### src/sv/rwca_pkg.sv
// shared types and constants for the reorder window with cumulative ack
`timescale 1ns / 1ps
package rwca_pkg;

  localparam int unsigned WINDOW = 32;
  localparam int unsigned SLOT_W = $clog2(WINDOW);

  localparam logic [8:0] FULL_LEN = 9'd500;

  typedef logic [SLOT_W-1:0] slot_idx_t;

  // input operations
  typedef enum logic [1:0] {
    OP_OPEN  = 2'd0,
    OP_DATA  = 2'd1,
    OP_CLOSE = 2'd2,
    OP_BAD   = 2'd3
  } op_t;

  // result kinds
  typedef enum logic [1:0] {
    K_DELIVER = 2'd0,
    K_ACK     = 2'd1,
    K_OPEN    = 2'd2,
    K_CLOSE   = 2'd3
  } kind_t;

  // shared adder operations
  typedef enum logic [1:0] {
    ALU_INC = 2'd0,
    ALU_SUB = 2'd1,
    ALU_DEC = 2'd2
  } alu_op_t;

  // control from the sequencer to the slot store
  typedef struct packed {
    logic      wr_en;
    slot_idx_t wr_idx;
    logic      rd_en;
    slot_idx_t rd_idx;
    logic      clr_en;
    slot_idx_t clr_idx;
  } slot_ctl_t;

endpackage

### src/sv/reorder_window_cumulative_ack.sv
// top level: receive reorder window sequencer with cumulative ack
`timescale 1ns / 1ps
// usage
//   input channel: drive in_* with start high; the beat is taken at a rising edge
//   where start is high and busy is low. busy stays high until the last result of
//   that beat is registered; it shows in the first idle cycle, or earlier after close.
//   result channel: each result sits on out_* for one cycle with out_strobe high;
//   out_run_end marks the last result of an input beat. the receiver cannot stall.
//   sequencing (one beat at a time, shared 32-bit adder), busy steps
//   per beat, each result strobed in the cycle after the step that makes it:
//     open / close: the first step, which makes the reply
//     unparsable:   the first step, then the ack step
//     data:         expected sequence, offset and store steps place the packet;
//                   an in-order packet then takes a slot check, count decrement
//                   and sequence increment per delivered packet (the last two
//                   through the one adder) and a slot check that ends the run;
//                   an ack step closes every data beat
//   the payload memory is read one slot per delivery through its registered port.
//   reset: synchronous, active low; clears sequence, head, count, tail length,
//   closed flag and all present flags. payload memory is not cleared.
module reorder_window_cumulative_ack (
  input  logic        clk,
  input  logic        rst_n,
  input  logic        start,
  output logic        busy,
  input  logic [1:0]  in_operation,
  input  logic [31:0] in_sequence_req,
  input  logic [63:0] in_payload_word,
  input  logic [31:0] in_packet_count,
  input  logic [8:0]  in_final_length,
  output logic        out_strobe,
  output logic [1:0]  out_kind,
  output logic [63:0] out_payload_out,
  output logic [8:0]  out_byte_length,
  output logic [31:0] out_number_out,
  output logic        out_run_end
);

  typedef enum logic [7:0] {
    S_IDLE  = 8'b0000_0001,
    S_INC   = 8'b0000_0010,
    S_DIFF  = 8'b0000_0100,
    S_STORE = 8'b0000_1000,
    S_READ  = 8'b0001_0000,
    S_DEC   = 8'b0010_0000,
    S_EMIT  = 8'b0100_0000,
    S_ACK   = 8'b1000_0000
  } state_t;

  state_t state_r, state_nxt;

  // latched input beat
  rwca_pkg::op_t op_r;
  logic [31:0]   seq_r;
  logic [63:0]   pay_r;
  logic [31:0]   cnt_r;
  logic [8:0]    flen_r;

  // connection state
  logic [31:0]         ioh_r, ioh_nxt;
  rwca_pkg::slot_idx_t head_r, head_nxt;
  logic [31:0]         rem_r, rem_nxt;
  logic [8:0]          tail_r, tail_nxt;
  logic                closed_r, closed_nxt;

  // scratch for the placement steps
  logic [31:0]         exp_r, exp_nxt;    // in_order_high + 1
  logic                in_win_r, in_win_nxt;
  logic                dzero_r, dzero_nxt;
  rwca_pkg::slot_idx_t doff_r, doff_nxt;

  // result register
  logic        strobe_r, strobe_nxt;
  logic [1:0]  kind_r, kind_nxt;
  logic [63:0] opay_r, opay_nxt;
  logic [8:0]  len_r, len_nxt;
  logic [31:0] num_r, num_nxt;
  logic        end_r, end_nxt;

  // shared adder
  rwca_pkg::alu_op_t alu_op;
  logic [31:0]       alu_a, alu_b, alu_res;

  // slot store
  rwca_pkg::slot_ctl_t         slot_ctl;
  logic [rwca_pkg::WINDOW-1:0] present;
  logic [63:0]                 rd_data;
  rwca_pkg::slot_idx_t         head_inc;

  logic accept;

  assign accept   = start && (state_r == S_IDLE);
  assign busy     = (state_r != S_IDLE);
  assign head_inc = head_r + rwca_pkg::slot_idx_t'(1);

  rwca_alu u_alu (
    .op  (alu_op),
    .a   (alu_a),
    .b   (alu_b),
    .res (alu_res)
  );

  rwca_slots u_slots (
    .clk     (clk),
    .rst_n   (rst_n),
    .ctl     (slot_ctl),
    .wr_data (pay_r),
    .present (present),
    .rd_data (rd_data)
  );

  // adder operand selection by step
  always_comb begin
    alu_op = rwca_pkg::ALU_INC;
    alu_a  = ioh_r;
    alu_b  = exp_r;
    case (state_r)
      S_DIFF: begin
        alu_op = rwca_pkg::ALU_SUB;
        alu_a  = seq_r;
      end
      S_DEC: begin
        alu_op = rwca_pkg::ALU_DEC;
        alu_a  = rem_r;
      end
      default: begin
        alu_op = rwca_pkg::ALU_INC;
        alu_a  = ioh_r;
      end
    endcase
  end

  // sequencer
  always_comb begin
    state_nxt  = state_r;
    ioh_nxt    = ioh_r;
    head_nxt   = head_r;
    rem_nxt    = rem_r;
    tail_nxt   = tail_r;
    closed_nxt = closed_r;
    exp_nxt    = exp_r;
    in_win_nxt = in_win_r;
    dzero_nxt  = dzero_r;
    doff_nxt   = doff_r;

    strobe_nxt = 1'b0;
    kind_nxt   = rwca_pkg::K_ACK;
    opay_nxt   = 64'd0;
    len_nxt    = 9'd0;
    num_nxt    = 32'd0;
    end_nxt    = 1'b0;

    slot_ctl         = '0;
    slot_ctl.wr_idx  = head_r + doff_r;
    slot_ctl.rd_idx  = head_r;
    slot_ctl.clr_idx = head_r;

    case (state_r)
      S_IDLE: begin
        if (accept) begin
          state_nxt = S_INC;
        end
      end
      S_INC: begin
        case (op_r)
          rwca_pkg::OP_OPEN: begin
            rem_nxt  = cnt_r;
            // zero and out-of-range lengths stand for a full packet
            tail_nxt = ((flen_r == 9'd0) || (flen_r > rwca_pkg::FULL_LEN)) ?
                       rwca_pkg::FULL_LEN : flen_r;
            strobe_nxt = 1'b1;
            kind_nxt   = rwca_pkg::K_OPEN;
            end_nxt    = 1'b1;
            state_nxt  = S_IDLE;
          end
          rwca_pkg::OP_CLOSE: begin
            closed_nxt = 1'b1;
            strobe_nxt = 1'b1;
            kind_nxt   = rwca_pkg::K_CLOSE;
            end_nxt    = 1'b1;
            state_nxt  = S_IDLE;
          end
          rwca_pkg::OP_DATA: begin
            exp_nxt   = alu_res;
            state_nxt = S_DIFF;
          end
          default: begin
            state_nxt = S_ACK;
          end
        endcase
      end
      S_DIFF: begin
        // offset of this sequence from the next expected one
        in_win_nxt = (alu_res[31:rwca_pkg::SLOT_W] == '0);
        dzero_nxt  = (alu_res == 32'd0);
        doff_nxt   = alu_res[rwca_pkg::SLOT_W-1:0];
        state_nxt  = S_STORE;
      end
      S_STORE: begin
        slot_ctl.wr_en = in_win_r;
        state_nxt      = dzero_r ? S_READ : S_ACK;
      end
      S_READ: begin
        // drain the contiguous run starting at the head
        if (present[head_r]) begin
          slot_ctl.rd_en = 1'b1;
          state_nxt      = S_DEC;
        end else begin
          state_nxt = S_ACK;
        end
      end
      S_DEC: begin
        rem_nxt   = (rem_r == 32'd0) ? 32'd0 : alu_res;
        state_nxt = S_EMIT;
      end
      S_EMIT: begin
        ioh_nxt         = alu_res;
        head_nxt        = head_inc;
        slot_ctl.clr_en = 1'b1;
        strobe_nxt      = 1'b1;
        kind_nxt        = rwca_pkg::K_DELIVER;
        opay_nxt        = rd_data;
        len_nxt         = (rem_r == 32'd0) ? tail_r : rwca_pkg::FULL_LEN;
        num_nxt         = alu_res;
        // with acks suppressed the last delivery ends the run
        end_nxt         = closed_r && !present[head_inc];
        state_nxt       = S_READ;
      end
      S_ACK: begin
        if (!closed_r) begin
          strobe_nxt = 1'b1;
          kind_nxt   = rwca_pkg::K_ACK;
          num_nxt    = ioh_r;
          end_nxt    = 1'b1;
        end
        state_nxt = S_IDLE;
      end
      default: begin
        state_nxt = S_IDLE;
      end
    endcase
  end

  always_ff @(posedge clk) begin
    if (!rst_n) begin
      state_r  <= S_IDLE;
      ioh_r    <= 32'd0;
      head_r   <= '0;
      rem_r    <= 32'd0;
      tail_r   <= 9'd0;
      closed_r <= 1'b0;
      strobe_r <= 1'b0;
    end else begin
      state_r  <= state_nxt;
      ioh_r    <= ioh_nxt;
      head_r   <= head_nxt;
      rem_r    <= rem_nxt;
      tail_r   <= tail_nxt;
      closed_r <= closed_nxt;
      strobe_r <= strobe_nxt;
    end
  end

  // latched input beat, scratch and result data registers
  always_ff @(posedge clk) begin
    if (accept) begin
      op_r   <= rwca_pkg::op_t'(in_operation);
      seq_r  <= in_sequence_req;
      pay_r  <= in_payload_word;
      cnt_r  <= in_packet_count;
      flen_r <= in_final_length;
    end
    exp_r    <= exp_nxt;
    in_win_r <= in_win_nxt;
    dzero_r  <= dzero_nxt;
    doff_r   <= doff_nxt;
    kind_r   <= kind_nxt;
    opay_r   <= opay_nxt;
    len_r    <= len_nxt;
    num_r    <= num_nxt;
    end_r    <= end_nxt;
  end

  assign out_strobe      = strobe_r;
  assign out_kind        = kind_r;
  assign out_payload_out = opay_r;
  assign out_byte_length = len_r;
  assign out_number_out  = num_r;
  assign out_run_end     = end_r;

endmodule

### src/sv/rwca_alu.sv
// shared 32-bit adder: increment, decrement and subtract
`timescale 1ns / 1ps
module rwca_alu (
  input  rwca_pkg::alu_op_t op,
  input  logic [31:0]       a,
  input  logic [31:0]       b,
  output logic [31:0]       res
);

  logic [31:0] b_eff;
  logic        cin;

  always_comb begin
    case (op)
      rwca_pkg::ALU_INC: begin
        b_eff = 32'd0;
        cin   = 1'b1;
      end
      rwca_pkg::ALU_SUB: begin
        b_eff = ~b;
        cin   = 1'b1;
      end
      rwca_pkg::ALU_DEC: begin
        b_eff = 32'hFFFF_FFFF;
        cin   = 1'b0;
      end
      default: begin
        b_eff = 32'd0;
        cin   = 1'b0;
      end
    endcase
  end

  assign res = a + b_eff + {31'd0, cin};

endmodule

### src/sv/rwca_slots.sv
// window slot store: payload memory and present flags
`timescale 1ns / 1ps
module rwca_slots (
  input  logic                          clk,
  input  logic                          rst_n,
  input  rwca_pkg::slot_ctl_t           ctl,
  input  logic [63:0]                   wr_data,
  output logic [rwca_pkg::WINDOW-1:0]   present,
  output logic [63:0]                   rd_data
);

  logic [63:0]                 mem [rwca_pkg::WINDOW];
  logic [rwca_pkg::WINDOW-1:0] present_r;
  logic [63:0]                 rd_data_r;

  always_ff @(posedge clk) begin
    if (ctl.wr_en) begin
      mem[ctl.wr_idx] <= wr_data;
    end
    if (ctl.rd_en) begin
      rd_data_r <= mem[ctl.rd_idx];
    end
  end

  always_ff @(posedge clk) begin
    if (!rst_n) begin
      present_r <= '0;
    end else begin
      if (ctl.wr_en) begin
        present_r[ctl.wr_idx] <= 1'b1;
      end
      if (ctl.clr_en) begin
        present_r[ctl.clr_idx] <= 1'b0;
      end
    end
  end

  assign present = present_r;
  assign rd_data = rd_data_r;

endmodule

### config.mk
export PLATFORM = sky130hd
export DESIGN_NAME = reorder_window_cumulative_ack
export DESIGN_NICKNAME = d
export VERILOG_FILES = /design/src/sv/rwca_pkg.sv /design/src/sv/reorder_window_cumulative_ack.sv /design/src/sv/rwca_alu.sv /design/src/sv/rwca_slots.sv
export SDC_FILE = /design/constraint.sdc
export NUM_CORES = 2
export LEC_CHECK = 0
export BUFFER_PORTS_ARGS = -buffer_cell sky130_fd_sc_hd__buf_2
export CORE_MARGIN = 4
export CORE_UTILIZATION = 55
export CTS_CLUSTER_SIZE = 14
export DETAILED_ROUTE_END_ITERATION = 6
export GPL_TIMING_DRIVEN = 0
export HOLD_SLACK_MARGIN = 0.02
export PLACE_DENSITY = 0.82
export RECOVER_POWER = 25
export SYNTH_ARGS = -nofsm -noshare
export SYNTH_HDL_FRONTEND = slang
export SYNTH_SLANG_ARGS = --single-unit
### constraint.sdc
create_clock -name clk -period 10.55 [get_ports clk]
set_input_delay 2.11 -clock clk [delete_from_list [all_inputs] [get_ports clk]]
set_output_delay 2.11 -clock clk [all_outputs]
set_load 0.01 [all_outputs]
== Yosys cells after proc, flatten, opt, wreduce, memory -nomap -nowiden ==
Memories as Yosys holds them, arrays and structs flattened. A register that Yosys moved wholly into a read port is not among the register bits.
Index checks and enable logic that the tools add are counted.

* Bits in registers: 406
* RAM bits: 2,048
* Bits of input ports: 142
* Memories: 1
* Output and inout bits: 110
* Word-level logic and storage cells: 112

* Magnitude comparators: 6
* Equal/unequal tests: 15
* Reduce and logical (&&, ||, !) cells: 20
* Add/sub/neg operators: 4
* Bitwise gates (word level): 4
* Multiplexer cells: 39

{| class="wikitable"
|+ Memory list
! memory !! depth !! bits a word !! rd ports !! clocked after Yosys merged registers in !! write ports !! RTL line !! text
|-
| u_slots.mem || 32 || 64 || 1 || 1 || 1 || rwca_slots.sv:12 || <nowiki>logic [63:0] mem [rwca_pkg::WINDOW];</nowiki>
|}

{| class="wikitable"
|+ Operators with widths
! cell !! number
|-
| one-hot mux 32 bit (2 select lines) || 4
|-
| two-way mux 32 bit || 6
|-
| zero test 32 bit || 2
|-
| inverter 32 bit || 2
|-
| one-hot mux 8 bit (7 select lines) || 1
|-
| adder 32 x 1 -> 32 bit || 1
|-
| adder 32 bit || 1
|-
| AND 32 bit || 1
|-
| OR 32 bit || 1
|-
| zero test 27 bit || 1
|-
| two-way mux 8 bit || 3
|-
| less-than comparator 5 x 6 -> 1 bit (second input constant) || 3
|-
| two-way mux 9 bit || 2
|-
| one-hot mux 8 bit (2 select lines) || 1
|-
| two-way mux 1 bit || 13
|-
| one-hot mux 2 bit (2 select lines) || 3
|-
| binary-select mux 1 bit (select 5 bit) || 2
|-
| demux 1 bit (select 5 bit) || 2
|-
| >= comparator 5 x 1 -> 1 bit (second input constant) || 2
|-
| AND reduction 2 bit || 5
|-
| > comparator 9 bit (second input constant) || 1
|-
| zero test 9 bit || 1
|-
| == test 8 x 1 -> 1 bit (second input constant) || 1
|-
| == test 8 x 2 -> 1 bit (second input constant) || 1
|-
| 19 further kinds || 28
|}

== Depth between registers and ports, before layout ==
* Depth after elaboration: 10
* Gate-level depth with buffers: 22
* Depth with buffers taken out: 18

== By module ==
From an unflattened synthesis, not the netlist that was laid out.

* Cell total of the unflattened synthesis: 4,766
* Area total of the unflattened synthesis: 95,783.1 um^2

{| class="wikitable"
|+ Modules (own cells, without submodules)
! module !! area each (um^2) !! instances !! seq. area each (um^2) !! cells each
|-
| rwca_slots || 79,944.2 || 1 || 64,061.4 || 3,378
|-
| reorder_window_cumulative_ack || 13,545.5 || 1 || 9,268.9 || 1,066
|-
| rwca_alu || 2,293.4 || 1 || 0.0 || 322
|}

== Worst setup path after synthesis ==
OpenSTA, ideal clock, no wires.

* Kind: input -> register
* From: in start
* To: reg cnt_r[0] (enable)
* Data required time: 9.910 ns
* Slack: 2.039 ns
* Cell stages on the path: 2
* Path buffers: 0
* Data arrival time: 7.871 ns
* Setup time: 0.640 ns
* Cell sequence: inv_1 -> nor2_1

* Cells in the longest elaborated chain, start to end: 1

{| class="wikitable"
|+ Ends and longest elaborated chain
! what !! RTL line !! text
|-
| from (decl) || reorder_window_cumulative_ack.sv:24 || <nowiki>input logic start,</nowiki>
|-
| logical AND 1 bit || reorder_window_cumulative_ack.sv:92 || <nowiki>assign accept = start && (state_r == S_IDLE);</nowiki>
|-
| net accept || reorder_window_cumulative_ack.sv:90 || <nowiki>logic accept;</nowiki>
|-
| to (signal assigned) || reorder_window_cumulative_ack.sv:270 || <nowiki>cnt_r <= in_packet_count;</nowiki>
|-
| to (decl) || reorder_window_cumulative_ack.sv:56 || <nowiki>logic [31:0] cnt_r;</nowiki>
|}

The timed path passes the listed nets, and every way through them passes these cells.
A chain may end at the register's enable or synchronous reset.

== Worst setup path after layout ==
* From: reg state_r[7]
* To: reg dzero_r (data pin)

* Cells in the longest elaborated chain, start to end: 7
* Elaborated cells on any way between the ends: 13
* Classes of those cells: add/sub: 2; eq/ne: 4; mux: 4; reduce/logical: 3

{| class="wikitable"
|+ Ends and longest elaborated chain
! what !! RTL line !! text
|-
| from (decl) || reorder_window_cumulative_ack.sv:50 || <nowiki>state_t state_r, state_nxt;</nowiki>
|-
| from (signal assigned) || reorder_window_cumulative_ack.sv:254 || <nowiki>state_r <= state_nxt;</nowiki>
|-
| == test 8 x 6 -> 1 bit / == test 8 x 3 -> 1 bit (equally long branches) || reorder_window_cumulative_ack.sv:117 || <nowiki>case (state_r)</nowiki>
|-
| one-hot mux 2 bit (2 select lines) || reorder_window_cumulative_ack.sv:117 ||
|-
| == test 2 bit, or another cell as far along || rwca_alu.sv:14 || <nowiki>case (op)</nowiki>
|-
| one-hot mux 32 bit (2 select lines) / OR reduction 2 bit (equally long branches) || n/a ||
|-
| adder 32 bit / two-way mux 1 bit (equally long branches) || rwca_alu.sv:34, rwca_alu.sv:14 ||
|-
| adder 32 x 1 -> 32 bit * || rwca_alu.sv:34 || <nowiki>assign res = a + b_eff + {31'd0, cin};</nowiki>
|-
| zero test 32 bit * || reorder_window_cumulative_ack.sv:195 || <nowiki>dzero_nxt = (alu_res == 32'd0);</nowiki>
|-
| to (signal assigned) || reorder_window_cumulative_ack.sv:275 || <nowiki>dzero_r <= dzero_nxt;</nowiki>
|-
| to (decl) || reorder_window_cumulative_ack.sv:69 || <nowiki>logic dzero_r, dzero_nxt;</nowiki>
|}

Every way passes the cells marked *; elsewhere a longest branch is shown, timed or not.

==> reports/qor.csv <==
stage;metric;value;unit
clocking;post-CTS setup buffer count;0;
clocking;CTS Buf Count;233;
layout;commonest non-fill, non-tap cell in the layout;edfxtp_1;
yosys;FF+latch count, synth;2518;
worst_hold_path;min-delay src;u_slots.rd_data[55];
clocking;root buf cell;clkbuf_16;
setup_path;Critical Path Start Type;flip-flop;
routing;WL met1;94800;µm
routing;via count;57100;
global_route;largest net degree at the start of global routing;39;
yosys;Post-synth EDFFs;2290;
yosys;Syn. warnings;0;
clocking;CTS resizes;0;
global_route;initial antenna violation count;20;
yosys;ys flop type;edfxtp_1;
yosys;Synth async-reset ratio;0;%
global_route;vias in the first global route;57100;
die;starting density of the core;55.4;%
routing;Routed Antenna Nets;0;
placed_design;number of port buffers;250;
routing;DR WL met3;47400;µm
layout;Area Growth Syn to Fin;15.5;%
layout;NumNets Final;5519;
routing;uppermost layer routed;met5;
die;Core Region;172000;µm²
clocking;Max Buffers Root-to-Sink;3;
timing;fmax;0.131;GHz
timing;Max Clock Skew;104;ps
routing;Detailed Routing Iterations Pass 1;7;
yosys;syn nets;4917;
routing;WL/cell;40.8;µm
worst_hold_path;Hold Crit Class;flip-flop to flip-flop;
timing;Pins Over Slew Limit;80;
run;Max Cap Viol;7;
timing;Final setup viols;0;
placed_design;final estimated routing congestion in global placement;0.907;
setup_path;crit path capture type;flip-flop;
die;Die ar.;180000;µm²
pwr;VDD IR max;0.188;mV
setup_path;Setup CP Type;flip-flop to flip-flop;
clocking;CTS Sinks;2518;
timing;minimum clock period;7630;ps
routing;# DRC;0;
pwr;Leakage;34.8;nW
placed_design;dpl hpwl;182000;µm
setup_path;worst path required time;11150;ps
timing;Hold Vio Cnt, Final;0;
setup_path;Worst Path Max Fanout;17;
yosys;mapped cell area;95300;µm²
global_route;Tot GR Track Use;35.6;%
timing;WHS;416;ps
pwr;PD cells;184;nW/µm²
layout;layout cells sized above 1;24.7;%
setup_path;Critical R2R Launch;state_r[7];
layout;Sequential Area;73300;µm²
layout;Multi-input gate area;21000;µm²
timing;Tcrit/Tclk final;72.3;%
timing;unrepaired setup endpoints after global routing;no;
timing;Max-slew headroom;-12.7;%
run_status;outcome;complete, but fails checks;
setup_path;Critical Path Start;state_r[7];
yosys;Unique masters post-synth;75;
layout;Fillers;10600;
routing;DRT Wirelength;321000;µm
die;DIE WIDTH;424;µm
placed_design;Placed Area;102000;µm²
clocking;H-Tree Depth;4;
yosys;register area share after synthesis;76.9;%
clocking;CTS tree;done;
die;Site Rows;152;
timing;Final TNS setup;0;ps
layout;Finished Cell Area;110000;µm²
timing;final setup margin;2920;ps
routing;vias per std cell;7.26;
routing;detailed-routed wire length on met2;150000;µm
clocking;clk_lat worst skew;940;ps
die;I/O Pins;252;
layout;most frequent cells in the layout;2290 x edfxtp_1, 530 x mux4_2, 295 x a22oi_1, 266 x buf_2, 245 x clkbuf_1;
timing;Worst Max-Slew Pin Slew;1690;ps
placed_design;DP Worst Slack;3060;ps
global_route;first-pass GRT wire length;443000;µm
yosys;Avg Cell Area, Syn;20.1;µm²
clocking;Clock transition at path regs;70;ps
setup_path;CP Data Arrival Time;8230;ps
yosys;Gate Count Post-Synth;4731;
die;die outline height;424;µm
routing;DR iter-0 viols;11200;
global_route;overflow left after global routing;0;
run_status;violated checks;max-capacitance violations, max-slew violations;
clocking;cts hold-fix bufs;0;
==> per-layer routing <==
metal,up-vias,track usage [%]
met1,28200,42.4
met5,-,0
met4,10,25.1
li1,20700,-
met3,1584,11.1
met2,6524,55.5
==> critical path, stage by stage (launching register included) <==
cell and delay [ps]:
dfxtp_1 360, nor4_1 450, and3_1 330, clkbuf_1 380, clkbuf_1 850, inv_1 250, ha_1 260, clkbuf_1 250
clkbuf_1 310, o21ai_0 400, ha_1 320, buf_2 180, a21oi_1 280, o211ai_1 190, a311oi_1 460, o211ai_1 400
o31ai_1 420, xnor2_1 310, or4b_4 530, nor4_1 460
==> through the flow <==
| stage | util (%) | cells | power (W) |
|---|---|---|---|
| final | 64.0 | 7857 | 0.0203 |
| after global routing | 64.0 | 7848 | 0.0207 |
| after CTS | 64.0 | 7844 | 0.0202 |
| after detailed placement | 59.4 | 7406 | 0.0116 |
| after global placement | 57.8 | 7291 | 0.0116 |
| after floorplan | - | 4731 | 0.0114 |
==> worst paths after layout <==
path / to / slack, ps / depth (start not counted)
setup / recovery: dzero_r / 2920 / 19
hold / removal: out_payload_out[55] / 420 / 1
setup reg to reg: dzero_r / 2920 / 19
hold reg to reg: out_payload_out[55] / 420 / 1
==> cell families after synthesis <==
logic type                 Yosys count  share of synthesized area [%]
AOI/OAI and AO/OA                  616                           4.63
xor gates and xnor gates            31                          0.285
adders and majority gates           44                          0.601
buffers and inverters              319                           1.29
DFF                               2518                           76.9
muxes                              565                           12.9
and+or+nand+nor                    638                           3.36
==> where the power goes <==
part	internal, W	switching [W]	leakage (nW)
Clock	0.00486	0.00400	3.85
Combinational	0.0000487	0.0000963	8.48
Sequential	0.0110	0.000210	22.5
==> cell type report <==
cell class	count	share of cell area [%]
Clock inverter	119	1.29
Tap cell	2310	2.63
Multi-Input combinational cell	1894	19.1
Sequential cell	2518	66.6
Antenna cell	11	0.0250
Inverter	63	0.215
Timing Repair Buffer	367	3.33
Clock buffer	319	5.88
Buffer	256	0.911
==> cells in the mapped netlist, types with 16 or more instances <==
cell type,count,share of area (%)
buf_2,16,0.084
nor2b_1,36,0.24
nor2_1,137,0.54
o21ai_0,65,0.34
nand3_1,18,0.095
mux4_2,530,13
inv_1,63,0.25
dfxtp_1,228,4.8
nand2_1,184,0.72
xnor2_1,19,0.17
a21oi_1,95,0.50
ha_1,41,0.54
a22oi_1,295,2.3
a21boi_1,17,0.13
clkbuf_1,192,0.76
o221a_2,38,0.45
mux2i_1,33,0.35
a21boi_0,16,0.13
edfxtp_1,2290,72
nand4_1,76,0.50
nor3_1,21,0.11
and2_1,91,0.60
buf_1,46,0.18
==> registers in the layout, indices dropped and copies added (netlist names), 32 cells and up <==
register	count
seq_r	32
rem_r	32
cnt_r	32
u_slots.rd_data	64
out_payload_out	64
alu_b	32
u_slots.present	32
pay_r	64
ioh_r	32
u_slots.mem	2048
out_number_out	32
(Power assumes the default switching activity.)
